<file path="src/rtl/rv32s_ram.sv">
// Generic single-write, single-read RAM with a registered read port.
// Stands alone; used for the register file and the data memory.
`timescale 1ns / 1ps
`default_nettype none

module rv32s_ram #(
   parameter int WIDTH = 8,
   parameter int DEPTH = 16
) (
   input  wire logic                     clock,
   input  wire logic                     wr_en,
   input  wire logic [$clog2(DEPTH)-1:0] wr_addr,
   input  wire logic [WIDTH-1:0]         wr_data,
   input  wire logic [$clog2(DEPTH)-1:0] rd_addr,
   output logic      [WIDTH-1:0]         rd_data
);

   logic [WIDTH-1:0] mem_ff [DEPTH];

   always_ff @(posedge clock) begin
      if (wr_en) begin
         mem_ff[wr_addr] <= wr_data;
      end
      rd_data <= mem_ff[rd_addr];
   end

endmodule

`default_nettype wire

</file>
<file path="config.mk">
export PLATFORM = sky130hd
export DESIGN_NAME = rv32s_ram
export DESIGN_NICKNAME = d
export VERILOG_FILES = /design/src/rtl/rv32s_ram.sv
export SDC_FILE = /design/constraint.sdc
export NUM_CORES = 1
export LEC_CHECK = 0
export BUFFER_PORTS_ARGS = -buffer_cell sky130_fd_sc_hd__buf_2
export CORE_ASPECT_RATIO = 0.7
export CORE_MARGIN = 3
export CORE_UTILIZATION = 60
export CTS_CLUSTER_SIZE = 16
export DETAILED_ROUTE_END_ITERATION = 8
export HOLD_SLACK_MARGIN = 0.15
export MAX_ROUTING_LAYER = met4
export PLACE_DENSITY_LB_ADDON = 0.15
export SYNTH_ARGS = -nofsm -noshare
export SYNTH_HDL_FRONTEND = slang
export SYNTH_SLANG_ARGS = --single-unit
</file>
<file path="constraint.sdc">
create_clock -name clock -period 2 [get_ports clock]
set_input_delay 0.3 -clock clock [delete_from_list [all_inputs] [get_ports clock]]
set_output_delay 0.3 -clock clock [all_outputs]
set_load 0.05 [all_outputs]
</file>
==> results by stage, run 1 <==
Timing:
- Setup violations remaining at the end of the flow were counted as 0.
- For the final database, setup skew stands at between 0.006 and 0.007 ns.
- The final-report max-slew violation count is 0.
- The transition at the pin with the smallest max-transition slack is ~0.45 ns.
- The post-route minimum period is 1.32 ns.
- The ratio of final minimum period to clock period is 66.2%.
- Setup repair after global routing left no endpoint under its margin.
- The final-report hold violation count came to 0.
- The worst pin sits at a relative slew slack of 70.3%.
- In the final timing run, aggregate negative setup slack is 0 ns.
- Derived from the worst setup path, the maximum achievable clock frequency is ~0.76 GHz.

Hold path:
- The worst hold path belongs to the class input port to flip-flop.

Floorplanning:
- In this run the standard cell core region covers 8110 sq um.
- For this design the top-level I/O count stands at 26.
- The die covers between 9000 and 10000 sq um.
- For this configuration, the core starts out at a cell density of 63.5%.
- The die is around 83 um tall.
- The chip width is ~120 um.
- The initialized floorplan defines 27 standard-cell rows.

Place:
- The congestion estimate from routability-driven global placement came to approximately 0.75.
- The count of input and output buffers is 25.
- The instance area after placement is between 5000 and 6000 sq um.
- The number of placed instances, taps included is around 370.
- Detailed placement ended at an HPWL of roughly 5.7 mm.

Global routing:
- The global router's overall resource usage is a little over a fifth.
- The number of global-route vias before repair is ~2500.
- The first global-routing pass estimated 14.3 mm of wire.
- Summed over all layers, the global routing overflow is 0.
- The initial antenna violation count was 0.
- The largest net degree at the start of global routing is 33.

Routing:
- After detailed routing, the average wire length per cell comes to between 20 and 25 um.
- The first routing iteration left ~220 violations.
- The ratio of routed vias to standard cells is around 6.2.
- The final layout contains routed wiring with a total length of ~9.1 mm.
- The pre-antenna-repair detailed-routing pass consisted of 4 iterations.
- For this run, design rule violations remaining after detail routing come to 0.
- The count of nets left with antenna violations once routing finished came out at 0.
- The total number of vias is roughly 2500.

Power and ir drop:
- The power consumption is around 6.3 mW.
- The analysis attributes to cell leakage a power of a little over 2 nW.
- Dividing total power by cell area gives a power density of 1050 nW/um^2.
- IR analysis of the VDD net gives a maximum drop of 0.813 mV.

Logic synthesis:
- Averaged over all synthesized cells, the footprint is about 22 sq um.
- Synthesis produced a netlist with a net count of about 250.
- Summing every instance area after synthesis gives between 5000 and 6000 sq um.
- The synthesized netlist cell count is about 230.
- For this run, the number of Yosys warnings is 0.
- The number of synthesized register bits is between 100 and 150.
- The number of distinct library cell variants in the gate-level netlist after synthesis is 19.
- Of the synthesized area, sequential elements account for between 70 and 80%.

Cells and area:
- The final standard cell count with taps included and fillers excluded is between 300 and 400.
- The layout overhead on the synthesized area is 17.0%.
- The net count of the finished layout is about 300.
- The library cells used most frequently in the layout, excluding fill and tap cells, are sky130_fd_sc_hd__edfxtp_1, sky130_fd_sc_hd__buf_2, sky130_fd_sc_hd__mux4_2, sky130_fd_sc_hd__buf_4, sky130_fd_sc_hd__clkbuf_16.
- Leaving out fill and tap cells, the most frequent cell in the layout is sky130_fd_sc_hd__edfxtp_1.
- After routing the design area is about 6000 sq um.
- In the final layout, the share of cells above drive strength 1 is 30.1%.
- The antenna diode count is 0.

Clock network:
- Gates resized during post-CTS repair numbered 0.
- CTS built an H-tree with a depth of 4.
- The count of hold buffers inserted by post-cts repair is 0.
- The clock passes through at most 2 buffers.
- The clock tree from TritonCTS is built.
- The root buffer cell chosen for the clock tree is sky130_fd_sc_hd__clkbuf_16.
- The clock transition time at the flip-flop clock pins of the worst setup and hold paths is around 0.050 ns.
- The insertion delay of the later-clocked pin in the worst-skew pair is between 0.4 and 0.5 ns.
- The clock sink total is 136.
- Once the clock tree was built, the setup fixing pass inserted 0 buffers.
- The total clock buffers created by CTS is 17.

Outcome:
- The run finished with clean final reports.

Worst setup path:
- The start-to-end type of the worst setup path is flip-flop to flip-flop.
- Data on the critical path is required at its endpoint by about 2.3 ns.
- STA puts the critical path data arrival time at ~1.6 ns.
- The worst setup path is captured at a flip-flop.
- The category of the worst setup path launch point is a flip-flop.
- The largest driver fanout on the critical path is 1.

Flow run:
- The tool flagged a number of max-cap violations equal to 0.
-- per-layer routing --
metal / global-route usage, % / vias up / part of all wire, %
li1: - / 1081 / -
met1: 32.2 / 1265 / 44
met2: 29.0 / 101 / 47
met3: 7.83 / 12 / 7.9
met4: 7.08 / 0 / 1.1
met5: - / - / 0
-- state kept, by name, summed over array words and instances, names as in the netlist --
register,flops
rd_data,8
mem_ff,128
-- power by group --
part,internal [mW],switching [mW]
logic,0.129,0.221
clock network,1.74,1.02
registers,3.19,0.0170
total,5.06,1.26
-- worst max-delay path, cell delays in order, from the launching register on --
cell                       delay [ns]
sky130_fd_sc_hd__edfxtp_1        0.37
sky130_fd_sc_hd__mux4_1          0.51
sky130_fd_sc_hd__a22oi_1         0.23
sky130_fd_sc_hd__nand2_1         0.10
-- synthesized netlist by cell type --
| cell type | n | area share (%) |
|---|---|---|
| sky130_fd_sc_hd__nand2b_1 | 2 | 0.24 |
| sky130_fd_sc_hd__buf_6 | 3 | 0.66 |
| sky130_fd_sc_hd__mux4_1 | 14 | 7.1 |
| sky130_fd_sc_hd__nand3_1 | 1 | 0.097 |
| sky130_fd_sc_hd__buf_4 | 1 | 0.15 |
| sky130_fd_sc_hd__edfxtp_1 | 128 | 75 |
| sky130_fd_sc_hd__a22oi_1 | 16 | 2.3 |
| sky130_fd_sc_hd__dfxtp_1 | 8 | 3.1 |
| sky130_fd_sc_hd__and2_1 | 1 | 0.12 |
| sky130_fd_sc_hd__nor2_1 | 13 | 0.95 |
| sky130_fd_sc_hd__buf_2 | 3 | 0.29 |
| sky130_fd_sc_hd__or3b_2 | 1 | 0.17 |
| sky130_fd_sc_hd__nor3_1 | 4 | 0.39 |
| sky130_fd_sc_hd__nand2_1 | 9 | 0.66 |
| sky130_fd_sc_hd__clkdlybuf4s25_2 | 3 | 0.58 |
| sky130_fd_sc_hd__mux4_2 | 18 | 7.9 |
| sky130_fd_sc_hd__nor2b_1 | 1 | 0.12 |
| sky130_fd_sc_hd__nand3b_1 | 2 | 0.29 |
| sky130_fd_sc_hd__and2b_1 | 1 | 0.15 |
-- cell type report --
| class | instances | area [sq um] |
|---|---|---|
| fill | 463 | 2080 |
| sequential | 136 | 4000 |
| multi-input combinational | 83 | 1060 |
| tap | 101 | 126 |
| clock inverter | 3 | 15.0 |
| timing repair buffer | 45 | 300 |
| clock buffer | 29 | 520 |
-- per-stage QoR --
stage	hold WS, ns	utilization [%]	worst slack (ns)
after floorplan	0.399	-	0.207
after global placement	0.657	67.7	0.277
after detailed placement	0.664	67.7	0.248
after CTS	0.250	74.3	0.651
after global routing	0.263	74.3	0.605
final	0.263	74.3	0.677
-- path summary, 6_finish.rpt --
path	endpoint	from	slack [ns]	depth (start not counted)
max	rd_data[3]	mem_ff[10][3]	0.68	3
min	mem_ff[4][3]	wr_data[3]	0.26	1
max reg2reg	rd_data[3]	mem_ff[10][3]	0.68	3
min reg2reg	rd_data[7]	mem_ff[12][7]	0.67	3
-- cells by family after synthesis --
group,Yosys count,synth area share [%]
AO/OA/AOI/OAI,16,2.33
buffers and inverters,10,1.68
flip-flops,136,77.8
multiplexers,32,15.0
AND/OR/NAND/NOR,35,3.18
Power figures use the tool's default switching activity.
==> inputs of run 2 (changes only) <==
- CORE_UTILIZATION: 60 -> 54
- clock period: 2 -> 1.2 ns (I/O delays scaled with it)
==> run 2 against run 1 <==
Effect of this change: the run now ends with negative setup slack left; sequential share of layout area fell by 5.3 points; via count rose by 1.7%; sequential power rose by 67%; power rose by 87%; combinational power rose by 110%; fmax rose by 4.9%; critical path depth did not move; worst hold slack got worse by 0.10 ns; critical path type unchanged.
==> results by stage, run 2 (synthesis results as in run 1) <==
Outcome:
- The run finished, with violations left.
- The checks that failed: negative setup slack.

Place:
- The instance area after placement is 5750 sq um.
- In this run, placement finished with an instance count of between 400 and 500.
- The post-DP HPWL is 6.68 mm.
- Input and output buffers added on the ports amount to 25.
- Timing analysis after detailed placement gives a worst setup slack of -0.470 ns.
- The weighted congestion at the end of routability-driven global placement is 0.755.

Floorplanning:
- Measured along the x axis, the die boundary spans about 120 um.
- The die is between 80 and 90 um tall.
- During I/O placement, the number of pins put on the boundary was 26.
- The initial core utilization is between 50% and 60%.
- The total number of placement rows is 29.
- The floorplan step defined a die boundary enclosing 10800 sq um.
- In this run the standard cell core region covers ~9200 sq um.

Cells and area:
- The utilization of the core after routing is between 70% and 80%.
- The most common library cell in the layout ignoring fill and taps is sky130_fd_sc_hd__edfxtp_1.
- The final standard cell count with taps included and fillers excluded is roughly 450.
- The antenna diode count is 0.
- The largest registers in the layout are mem_ff x128, rd_data x8.
- The number of filler cells placed in the layout is 529.
- The layout cell share with drive strength beyond 1 is 45.2%.
- Relative to the synthesized area, the layout overhead comes to 27.1%.
- Once layout is done, the placed cells without fillers occupy about 6500 sq um.
- The flip-flop count of the largest register, all copies and words added is ~130.
- The net count of the finished layout is ~330.
- The register bank with the most flops is mem_ff.
- The library cells used most frequently in the layout, excluding fill and tap cells, are sky130_fd_sc_hd__edfxtp_1, sky130_fd_sc_hd__buf_4, sky130_fd_sc_hd__mux4_2, sky130_fd_sc_hd__buf_2, sky130_fd_sc_hd__clkbuf_16.

Timing:
- Setup slack on the critical path of the routed design comes to -0.0615 ns.
- The worst path uses 105% of the clock period.
- The clock skew after layout is ~0.015 ns.
- For this run, the top clock speed supported by timing is between 0.7 and 0.8 GHz.
- At the pin with the least slew margin, the transition time is 0.972 ns.
- The final-report hold violation count is 0.
- Setup violations remaining at the end of the flow were counted as 8.
- The final-report max-slew violation count is 0.
- The routed design could run at a clock period as short as 1.26 ns.
- Setup repair after global routing could not meet its margin everywhere.
- Headroom to the max-slew limit came out at between 30% and 40%.

Routing:
- The overall routed net length is between 10 and 15 mm.
- The total routed wire length on the met1 layer is around 4.6 mm.
- The topmost layer with routed signal wires is met4.
- The routed wirelength normalized by instance count is roughly 23 um.
- The first-pass detailed-route iteration total is 4.
- The iteration-0 DRC count of the detailed router is 248.
- Using the TritonRoute via totals, the vias-per-cell ratio works out to approximately 5.6.
- In this run the remaining antenna-violating nets after routing total 0.
- Summing over every cut layer, the via total after detailed routing is between 2000 and 3000.
- Wire segments on met3 add up to approximately 530 um in the final route.
- The length of routed met2 wiring is roughly 5 mm.
- The remaining routing DRC violations is 0.

Worst setup path:
- For the worst setup path, the data arrival time is 1.56 ns.
- The delay of the slowest cell on the worst path is roughly 0.50 ns.
- The cell with the biggest individual delay on the critical path is sky130_fd_sc_hd__mux4_2.
- The category of the worst setup path capture point is a flip-flop.
- The launch point of the worst reg-to-reg path is mem_ff[3][5].
- Along the worst path, the maximum fanout reaches 1.
- Data on the critical path is required at its endpoint by ~1.5 ns.
- The critical path goes through mux4_2 -> a22oi_2 -> nand2_1.
- The startpoint of the worst setup timing path is mem_ff[3][5].
- The critical path in this run is classified as flip-flop to flip-flop.
- The category of the worst setup path launch point is a flip-flop.

Clock network:
- The H-tree was split into 4 levels.
- The insertion delay of the later-clocked pin in the worst-skew pair is 0.42 ns.
- Clock-pin slew was measured on the worst setup and hold paths at about 0.06 ns.
- The clock tree from TritonCTS is built.
- The longest clock path from root to sink contains 2 buffers.
- TritonCTS created 17 clock buffers.
- CTS saw about 140 sinks.
- The number of post-CTS setup repair buffers is 0.
- The tree is rooted in a sky130_fd_sc_hd__clkbuf_16.

Power and ir drop:
- The power consumption is 11.8 mW.
- The leakage power total is approximately 2.2 nW.
- The power density over cell area is roughly 1800 nW/um^2.
- IR analysis of the VDD net gives a maximum drop of between 1 and 1.5 mV.

Flow run:
- The count of maximum capacitance violations is 0.

Hold path:
- In this run the most critical hold path is launched from wr_data[1].
- The kind of path behind the tightest hold check is input port to flip-flop.

Global routing:
- The wire length of the first global-routing pass is 15.7 mm.
- The initial antenna violation count is 0.
- The global router's overall resource usage is between 20% and 30%.
- The largest net degree at the start of global routing is 17.
- The global route total overflow is 0.
- The number of global-route vias before repair came to approximately 2700.
## run 2: critical path, delay by kind of cell, from the launching register on
kind / cells / cell delay, ns
mux: 1 / 0.50
compound gates: 1 / 0.20
flops: 1 / 0.37
simple gates: 1 / 0.07
## run 2: area by class of cell
type | instances | area [sq um] | share of cell area [%]
Clock buffer | 18 | 429 | 6.56
Clock inverter | 14 | 229 | 3.50
Multi-Input combinational cell | 83 | 1110 | 17.0
Sequential cell | 136 | 4010 | 61.2
Tap cell | 124 | 155 | 2.37
Timing Repair Buffer | 70 | 613 | 9.37
## run 2: worst paths after layout
| check | cells after the start | endpoint | slack, ns |
|---|---|---|---|
| min | 1 | mem_ff[2][1] | 0.16 |
| max | 3 | rd_data[5] | -0.06 |
| max reg2reg | 3 | rd_data[5] | -0.06 |
| min reg2reg | 3 | rd_data[7] | 0.68 |
## run 2: per-stage QoR
stage / setup TNS [ns] / hold slack (ns)
2_1_floorplan: -1.22 / 0.279
3_3_place_gp: -15.39 / 0.568
3_5_place_dp: -16.23 / 0.571
4_1_cts: -0.420 / 0.153
5_1_grt: -0.707 / 0.173
6_report: -0.283 / 0.161
## run 2: timing repair
action / 4_1_cts / 5_1_grt
hold buffers: 6 / 0
endpoints found under the setup margin: 13 / 9
hold endpoints to repair: 82 / 0
pin swaps: 0 / 1
resized for setup: 14 / 7
## run 2: metal layers
metal  track usage [%]  vias to the layer above
met5                 -                        -
met4              7.32                        0
met3              6.58                       10
met2              32.0                       77
met1              31.2                     1294
li1                  -                     1120
## run 2: power breakdown
part           total, mW  switching (mW)  internal, mW
logic              0.740           0.419         0.321
registers           5.36          0.0437          5.31
clock network       5.73            1.86          3.87
total               11.8            2.32          9.51
