<file path="src/rtl/rv32s_pkg.sv">
// Shared types and constants for the RV32 subset execute block.
// Used by the multiply/divide unit and the top level; depends on nothing.
`timescale 1ns / 1ps
`default_nettype none

package rv32s_pkg;

   // Major opcodes
   localparam logic [6:0] OPC_OP     = 7'h33;
   localparam logic [6:0] OPC_OP_IMM = 7'h13;
   localparam logic [6:0] OPC_SYSTEM = 7'h73;
   localparam logic [6:0] OPC_BRANCH = 7'h63;
   localparam logic [6:0] OPC_JAL    = 7'h6F;
   localparam logic [6:0] OPC_STORE  = 7'h23;
   localparam logic [6:0] OPC_LOAD   = 7'h03;
   localparam logic [6:0] OPC_LUI    = 7'h37;

   localparam logic [6:0] F7_BASE   = 7'h00;
   localparam logic [6:0] F7_MULDIV = 7'h01;
   localparam logic [6:0] F7_ALT    = 7'h20;

   localparam logic [31:0] ECALL_WORD = 32'h0000_0073;

   // Ecall service numbers in a0
   localparam logic [31:0] SVC_PRINT_INT  = 32'd1;
   localparam logic [31:0] SVC_PRINT_STR  = 32'd4;
   localparam logic [31:0] SVC_EXIT       = 32'd10;
   localparam logic [31:0] SVC_PRINT_CHAR = 32'd11;

   // Result status codes
   localparam logic [2:0] ST_OK      = 3'd0;
   localparam logic [2:0] ST_INVALID = 3'd1;
   localparam logic [2:0] ST_EXIT    = 3'd2;
   localparam logic [2:0] ST_ILLEGAL = 3'd3;
   localparam logic [2:0] ST_HALTED  = 3'd4;

   // Ecall request kinds
   localparam logic [1:0] EK_NONE  = 2'd0;
   localparam logic [1:0] EK_INT   = 2'd1;
   localparam logic [1:0] EK_STR   = 2'd2;
   localparam logic [1:0] EK_CHAR  = 2'd3;

   typedef enum logic [1:0] {
      MDU_MUL  = 2'd0,
      MDU_MULH = 2'd1,
      MDU_DIV  = 2'd2,
      MDU_REM  = 2'd3
   } mdu_op_type;

   typedef struct packed {
      logic       start;
      mdu_op_type op;
   } mdu_req_type;

   typedef struct packed {
      logic busy;
      logic done;
   } mdu_stat_type;

endpackage

`default_nettype wire

</file>
<file path="src/rtl/rv32s_mdu.sv">
// Iterative multiply/divide unit: one shared 34-bit adder, one bit per cycle.
// Depends on rv32s_pkg for the operation codes and control structs.
`timescale 1ns / 1ps
`default_nettype none

module rv32s_mdu (
   input  wire logic                  clock,
   input  wire logic                  reset,
   input  wire rv32s_pkg::mdu_req_type req,
   input  wire logic [31:0]           opa,
   input  wire logic [31:0]           opb,
   output rv32s_pkg::mdu_stat_type    stat,
   output logic      [31:0]           result
);

   logic                  run_ff, run_in;
   logic                  fin_ff, fin_in;
   logic [4:0]            cnt_ff, cnt_in;
   rv32s_pkg::mdu_op_type op_ff, op_in;
   logic [31:0]           hi_ff, hi_in;
   logic [31:0]           lo_ff, lo_in;
   logic [31:0]           y_ff, y_in;
   logic [31:0]           a0_ff, a0_in;
   logic                  neg_ff, neg_in;
   logic                  dz_ff, dz_in;

   logic        is_div;
   logic [33:0] x34, y34, sum34;
   logic [63:0] pneg;
   logic [31:0] ua, ub;

   assign is_div = (op_ff == rv32s_pkg::MDU_DIV) || (op_ff == rv32s_pkg::MDU_REM);
   assign x34 = is_div ? {1'b0, hi_ff, lo_ff[31]} : {2'b00, hi_ff};
   assign y34 = (is_div || lo_ff[0]) ? {2'b00, y_ff} : 34'd0;
   // The one adder: subtracts for division, adds for multiplication.
   assign sum34 = x34 + (is_div ? ~y34 : y34) + {33'd0, is_div};
   assign pneg = 64'd0 - {hi_ff, lo_ff};
   assign ua = opa[31] ? (32'd0 - opa) : opa;
   assign ub = opb[31] ? (32'd0 - opb) : opb;

   always_comb begin
      run_in = run_ff;
      fin_in = 1'b0;
      cnt_in = cnt_ff;
      op_in  = op_ff;
      hi_in  = hi_ff;
      lo_in  = lo_ff;
      y_in   = y_ff;
      a0_in  = a0_ff;
      neg_in = neg_ff;
      dz_in  = dz_ff;
      if (req.start) begin
         run_in = 1'b1;
         cnt_in = 5'd0;
         op_in  = req.op;
         hi_in  = 32'd0;
         lo_in  = ua;
         y_in   = ub;
         a0_in  = opa;
         dz_in  = (opb == 32'd0);
         neg_in = (req.op == rv32s_pkg::MDU_REM) ? opa[31] : (opa[31] ^ opb[31]);
      end else if (run_ff) begin
         if (is_div) begin
            if (!sum34[33]) begin
               hi_in = sum34[31:0];
               lo_in = {lo_ff[30:0], 1'b1};
            end else begin
               hi_in = x34[31:0];
               lo_in = {lo_ff[30:0], 1'b0};
            end
         end else begin
            hi_in = sum34[32:1];
            lo_in = {sum34[0], lo_ff[31:1]};
         end
         cnt_in = cnt_ff + 5'd1;
         if (cnt_ff == 5'd31) begin
            run_in = 1'b0;
            fin_in = 1'b1;
         end
      end
   end

   always_comb begin
      case (op_ff)
         rv32s_pkg::MDU_MUL:  result = neg_ff ? pneg[31:0] : lo_ff;
         rv32s_pkg::MDU_MULH: result = neg_ff ? pneg[63:32] : hi_ff;
         rv32s_pkg::MDU_DIV:  result = dz_ff ? 32'hFFFF_FFFF :
                                       (neg_ff ? (32'd0 - lo_ff) : lo_ff);
         rv32s_pkg::MDU_REM:  result = dz_ff ? a0_ff :
                                       (neg_ff ? (32'd0 - hi_ff) : hi_ff);
         default:             result = lo_ff;
      endcase
   end

   assign stat.busy = run_ff | fin_ff;
   assign stat.done = fin_ff;

   always_ff @(posedge clock) begin
      if (reset) begin
         run_ff <= 1'b0;
         fin_ff <= 1'b0;
      end else begin
         run_ff <= run_in;
         fin_ff <= fin_in;
      end
      cnt_ff <= cnt_in;
      op_ff  <= op_in;
      hi_ff  <= hi_in;
      lo_ff  <= lo_in;
      y_ff   <= y_in;
      a0_ff  <= a0_in;
      neg_ff <= neg_in;
      dz_ff  <= dz_in;
   end

endmodule

`default_nettype wire
</file>
<file path="config.mk">
export PLATFORM = sky130hd
export DESIGN_NAME = rv32s_mdu
export DESIGN_NICKNAME = d
export VERILOG_FILES = /design/src/rtl/rv32s_pkg.sv /design/src/rtl/rv32s_mdu.sv
export SDC_FILE = /design/constraint.sdc
export NUM_CORES = 1
export LEC_CHECK = 0
export BUFFER_PORTS_ARGS = -buffer_cell sky130_fd_sc_hd__buf_4
export CAP_MARGIN = 0
export CORE_ASPECT_RATIO = 1.75
export CORE_MARGIN = 2
export CORE_UTILIZATION = 57
export CTS_BUF_LIST = sky130_fd_sc_hd__clkbuf_4 sky130_fd_sc_hd__clkbuf_8 sky130_fd_sc_hd__clkbuf_16
export CTS_CLUSTER_DIAMETER = 100
export CTS_CLUSTER_SIZE = 10
export DETAILED_ROUTE_END_ITERATION = 8
export PLACE_DENSITY = 0.84
export SLEW_MARGIN = 20
export SYNTH_ARGS = -nofsm -noshare
export SYNTH_HDL_FRONTEND = slang
export SYNTH_SLANG_ARGS = --single-unit
</file>
<file path="constraint.sdc">
create_clock -name clock -period 4.6 [get_ports clock]
set_clock_uncertainty 0.05 [all_clocks]
set_input_delay 0.23 -clock clock [delete_from_list [all_inputs] [get_ports clock]]
set_output_delay 0.23 -clock clock [all_outputs]
set_load 0.05 [all_outputs]
</file>
==> results.json, run 1 <==
{
  "status": "complete, no violations",
  "syn-cell-area_mm2": 0.0120,
  "ys.flop_type": "edfxtp_1",
  "grt_max_degree": 81,
  "criticalPathCategory": "flip-flop to output port",
  "drt-initial-drc-count": 1225,
  "met1_usage_pct": 33.9,
  "htree_num_levels": 4,
  "slew_headroom_pct": 19.8,
  "cts_buffers": 17,
  "first_pass_iters": 6,
  "use_met2_pct": 55.5,
  "fillCellCount": 1681,
  "worstHoldStart": "opb[15]",
  "final_cell_mix": "193 x nand2_1, 172 x o21ai_0, 128 x buf_4, 103 x xnor2_1, 100 x edfxtp_1",
  "rsz0062_at_grt": "false",
  "fin_crit_ps": 4400,
  "place_ws_ps": 401,
  "initial_core_util_pct": 57.7,
  "clk_latency_ps": 440,
  "cp-end-kind": "output port",
  "syn_area_per_cell_um2": 8.29,
  "routedWlPerCell_um": 19.7,
  "hold_violations": 0,
  "antenna_found_initial": 0,
  "final_nets": 1622,
  "p_total_w": 0.00508,
  "setup_viol_count_final": 0,
  "crit-reg2reg-launch": "op_ff[1]",
  "ys_types": 74,
  "cts_tree": "yes",
  "io_pins": 103,
  "num_vias": 11654,
  "core_area_mm2": 0.0208,
  "die_w_um": 114,
  "fin_crit_sh_pct": 95.6,
  "power_density_mw_per_mm2": 366,
  "syn_inst": 1444,
  "gp_congestion": 0.969,
  "tightest_slew_ps": 1200,
  "drc": 0,
  "max_cap_violations": 0,
  "worst_r2r_path_depth": 13,
  "hpwl_mm": 25.3,
  "routed_wl_mm": 35.1,
  "grt_pass1_vias": 11250,
  "yosys_register_bits": 139,
  "fmax_mhz": 228,
  "layout_commonest_cell": "nand2_1",
  "die-area_mm2": 0.0222,
  "use_met3_pct": 4.79,
  "diodes": 0,
  "final_layout_size_suffix_gt1_share_pct": 14.3,
  "cts_sinks": 139,
  "tns_ps": 0,
  "hold_path_depth": 2,
  "ctsRootBufferMaster": "clkbuf_16",
  "area_growth_pct": 15.9,
  "leakagePower_nw": 5.36,
  "ant_nets": 0,
  "placementRows": 70,
  "synth_nets": 1551,
  "portBuffers": 102,
  "final-seq-area_mm2": 0.00378,
  "track_usage_pct": 31.2,
  "cts.path.max_buffers": 2,
  "grt_pass1_wl_mm": 55.8,
  "die_y_um": 196,
  "required_ps": 4320,
  "hold_path.class": "input pin to flip-flop",
  "vias_per_cell": 6.55,
  "setup_ws_ps": 205,
  "cp_max_fo": 7,
  "synth_edf_count": 100,
  "cts.clk_slew.worst_paths_ps": 60,
  "cp.arrival_ps": 4120,
  "yosysSeqAreaShare_pct": 31.6,
  "start_kind": "flip-flop",
  "ir_drop_uv": 274,
  "async_reset_ff_share_pct": 0,
  "busiest_layer": "met2",
  "crit_start": "lo_ff[11]",
  "globalRouteOverflowTotal": 0,
  "slew_viol_final": 0,
  "multi_input_area_mm2": 0.00768,
  "yosys_warnings": 0
}
## per-layer routing
metal	vias up	share of wire, %
met5	-	0
met2	596	51
met4	0	6.2
li1	5493	-
met3	150	6.1
met1	5415	37
## cell type report
cell class / count / area share (%)
clock buffers: 19 / 3.26
flip-flops and latches: 139 / 27.3
multi-input cells: 1164 / 55.3
clock inverters: 13 / 1.41
well taps: 252 / 2.27
inverters: 28 / 0.757
repair buffers: 165 / 9.73
## report_power, final
group          total (W)  leakage, nW  switching (W)  internal [W]
Combinational    0.00189         3.74        0.00117      0.000712
Clock            0.00153        0.315       0.000548      0.000983
Sequential       0.00166         1.31       0.000173       0.00149
## cell families (layout without fill, tap and decap cells)
kind of cell	after synthesis	in the layout	share of synthesized area, %
buf+inv	141	225	4.50
simple gates	438	438	17.4
xor+xnor	162	162	11.8
mux	65	65	5.76
compound gates	461	461	24.9
fa+ha+maj	38	38	4.03
flops	139	139	31.6
## Yosys cell counts (11+ instances only)
master	number	area share, %
buf_1	12	0.38
a211oi_1	18	1.1
nor3_1	16	0.67
or4_1	24	1.5
nand2_1	194	6.1
o31ai_1	34	2.1
o22ai_1	11	0.57
inv_1	27	0.85
mux2i_1	34	2.8
nor2_1	83	2.6
clkbuf_1	95	3.0
ha_1	37	3.9
a21o_1	12	0.75
or3_1	21	1.1
nand3_1	23	0.96
nand2b_1	14	0.73
xor2_1	59	4.3
xnor2_1	103	7.5
o21ai_0	173	7.2
o41ai_1	22	1.6
dfxtp_1	39	6.5
edfxtp_1	100	25
a21oi_1	66	2.8
nor4_1	11	0.57
mux2_2	31	2.9
o21a_1	12	0.75
o221ai_1	19	1.4
## sequential cells by signal (all words and copies together), names as in the netlist
| name | flops |
|---|---|
| dz_ff | 1 |
| run_ff | 1 |
| hi_ff | 32 |
| y_ff | 32 |
| lo_ff | 32 |
| fin_ff | 1 |
| cnt_ff | 5 |
| op_ff | 2 |
| a0_ff | 32 |
| neg_ff | 1 |
## final timing paths
check	to	slack, ps
min	y_ff[15]	30
min reg2reg	cnt_ff[3]	460
max reg2reg	hi_ff[30]	330
max	result[25]	200
## stage by stage
stage / instances / hold WS [ps] / instance area [um^2] / utilization [%]
after CTS: 1778 / 19.9 / 13800 / 66.7
after global routing: 1780 / 38.6 / 13900 / 66.9
after detailed placement: 1711 / 353 / 12800 / 61.9
after global placement: 1711 / 351 / 12800 / 61.9
final: 1780 / 27.7 / 13900 / 66.9
after floorplan: 1444 / 252 / 12000 / -
## critical path, cell delays in order (launching register included)
cell and delay, ps:
edfxtp_1 500, or3_1 480, nor4_2 410, nand3_1 120, buf_4 200, or4_4 560
or4_4 540, o21ai_1 210, xor2_1 90, a221oi_1 300, buf_4 250
## repair_timing
item / in CTS / in global routing
pin swaps: 1 / 1
hold buffers: 35 / 0
endpoints found under the setup margin: 2 / 11
resized for setup: 0 / 6
endpoints found under the hold margin: 36 / 0
buffers inserted: 0 / 2
(Power assumes the default switching activity.)
==> inputs of run 2 (changes only) <==
- GPL_TIMING_DRIVEN: unset -> 0
==> results.json, run 2 (same netlist as run 1, synthesis figures left out) <==
{
  "slew_headroom_pct": 28.3,
  "grt_pass1_wl_mm": 68.2,
  "tightest_slew_ps": 1080,
  "p_total_w": 0.00502,
  "max_cap_violations": 0,
  "criticalPathCategory": "flip-flop to output port",
  "status": "complete, no violations",
  "portBuffers": 102,
  "hold_path.class": "input pin to flip-flop",
  "cts.path.max_buffers": 2,
  "initial_core_util_pct": 57.7,
  "r2r_setup_slack_ps": 60,
  "fmax_mhz": 218,
  "r2r-end": "hi_ff[11]",
  "globalRouteOverflowTotal": 0,
  "layout_commonest_cell": "nand2_1",
  "grt_pass1_vias": 12602,
  "place_ws_ps": -1690,
  "start_kind": "flip-flop",
  "hpwl_mm": 33.6,
  "die_w_um": 114,
  "final_layout_size_suffix_gt1_share_pct": 15.1,
  "placementRows": 70,
  "required_ps": 4320,
  "antenna_found_initial": 0,
  "hold_path_depth": 2,
  "ir_drop_uv": 249,
  "fin_crit_ps": 4590,
  "final-instance-count-excl-fill": 1869,
  "worstHoldEndpoint": "y_ff[15]",
  "dp.cells": 1799,
  "gp_congestion": 1.05,
  "worst_r2r_path_depth": 16,
  "setup_viol_count_final": 0,
  "vias_per_cell": 6.68,
  "fillCellCount": 1695,
  "io_pins": 103,
  "final_cell_mix": "193 x nand2_1, 171 x o21ai_0, 110 x buf_4, 103 x xnor2_1, 100 x edfxtp_1",
  "fin_crit_sh_pct": 99.8,
  "grt_max_degree": 76,
  "first_pass_iters": 6,
  "cts_buffers": 17,
  "area_growth_pct": 18.6,
  "routedWlPerCell_um": 24.1,
  "die-area_mm2": 0.0222,
  "routed_wl_mm": 45.1,
  "drc": 0,
  "htree_num_levels": 4,
  "ant_nets": 0,
  "worstHoldStart": "opb[15]",
  "power_density_mw_per_mm2": 354,
  "die_y_um": 196,
  "cts_tree": "yes",
  "slew_viol_final": 0,
  "crit-reg2reg-launch": "op_ff[1]",
  "final_nets": 1710,
  "clk_latency_ps": 450,
  "drt-initial-drc-count": 1216,
  "leakagePower_nw": 5.46,
  "setup_ws_ps": 10.5,
  "cp-end-kind": "output port",
  "hold_violations": 0,
  "track_usage_pct": 40.4,
  "cts.clk_slew.worst_paths_ps": 60,
  "cp_max_fo": 7,
  "cts_sinks": 139,
  "ctsRootBufferMaster": "clkbuf_16",
  "num_vias": 12491,
  "core_area_mm2": 0.0208,
  "cp.arrival_ps": 4310
}
run 2: layout make-up:
type	count	area (um^2)	share of cell area, %
clock inverters	10	76.3	0.537
flip-flops and latches	139	3780	26.6
diodes	1	2.50	0.0176
well taps	252	315	2.22
multi-input cells	1164	7780	54.8
clock buffers	22	463	3.26
inverters	28	105	0.740
repair buffers	147	1220	8.57
plain buffers	106	457	3.22
run 2: stage by stage:
| stage | utilization, % | TNS (ps) | cell area [um^2] | hold slack (ps) |
|---|---|---|---|---|
| 6_report | 68.4 | 0 | 14200 | 22.9 |
| 5_1_grt | 68.4 | -32.8 | 14200 | 34.4 |
| 4_1_cts | 68.0 | 0 | 14100 | 20.7 |
| 3_5_place_dp | 63.0 | -45560 | 13100 | 350 |
| 3_3_place_gp | 62.9 | -44330 | 13100 | 352 |
| 2_1_floorplan | - | 0 | 12000 | 252 |
run 2: worst max-delay path by stage:
| stage | cells past startpoint | slack [ps] | end | from |
|---|---|---|---|---|
| finish | 10 | 10 | result[25] | lo_ff[21] |
| global route | 16 | -20 | hi_ff[25] | op_ff[1] |
| CTS | 11 | 20 | result[31] | hi_ff[9] |
| detailed placement | 15 | -1690 | hi_ff[30] | op_ff[1] |
| global placement | 15 | -1660 | hi_ff[30] | op_ff[1] |
| floorplan | 9 | 150 | result[25] | lo_ff[21] |
run 2: what timing repair did:
action | in CTS | in global routing
buffers inserted | 3 | 5
hold buffers | 36 | 0
gates resized for setup | 36 | 32
hold endpoints to repair | 37 | 0
pin swaps | 2 | 3
endpoints found under the setup margin | 54 | 42
run 2: critical path, cell delays in order (launching register included):
cell	delay [ps]
edfxtp_1	470
or4_4	610
nor4_4	190
or3b_1	380
buf_2	190
or4_4	560
or4_4	560
o21ai_1	210
xor2_1	120
a221oi_2	360
buf_6	210
run 2: routing by layer:
metal | vias to the layer above | routed length (um) | track usage, %
li1 | 5667 | - | -
met1 | 5831 | 14500 | 38.6
met2 | 740 | 23300 | 72.8
met3 | 253 | 3110 | 7.32
met4 | 0 | 4190 | 34.7
met5 | - | 0 | 0
run 2: power breakdown:
group          switching (W)  internal [W]  total [W]
registers           0.000116       0.00149    0.00161
clock network       0.000551      0.000761    0.00131
logic                0.00136      0.000741    0.00210
total                0.00203       0.00299    0.00502
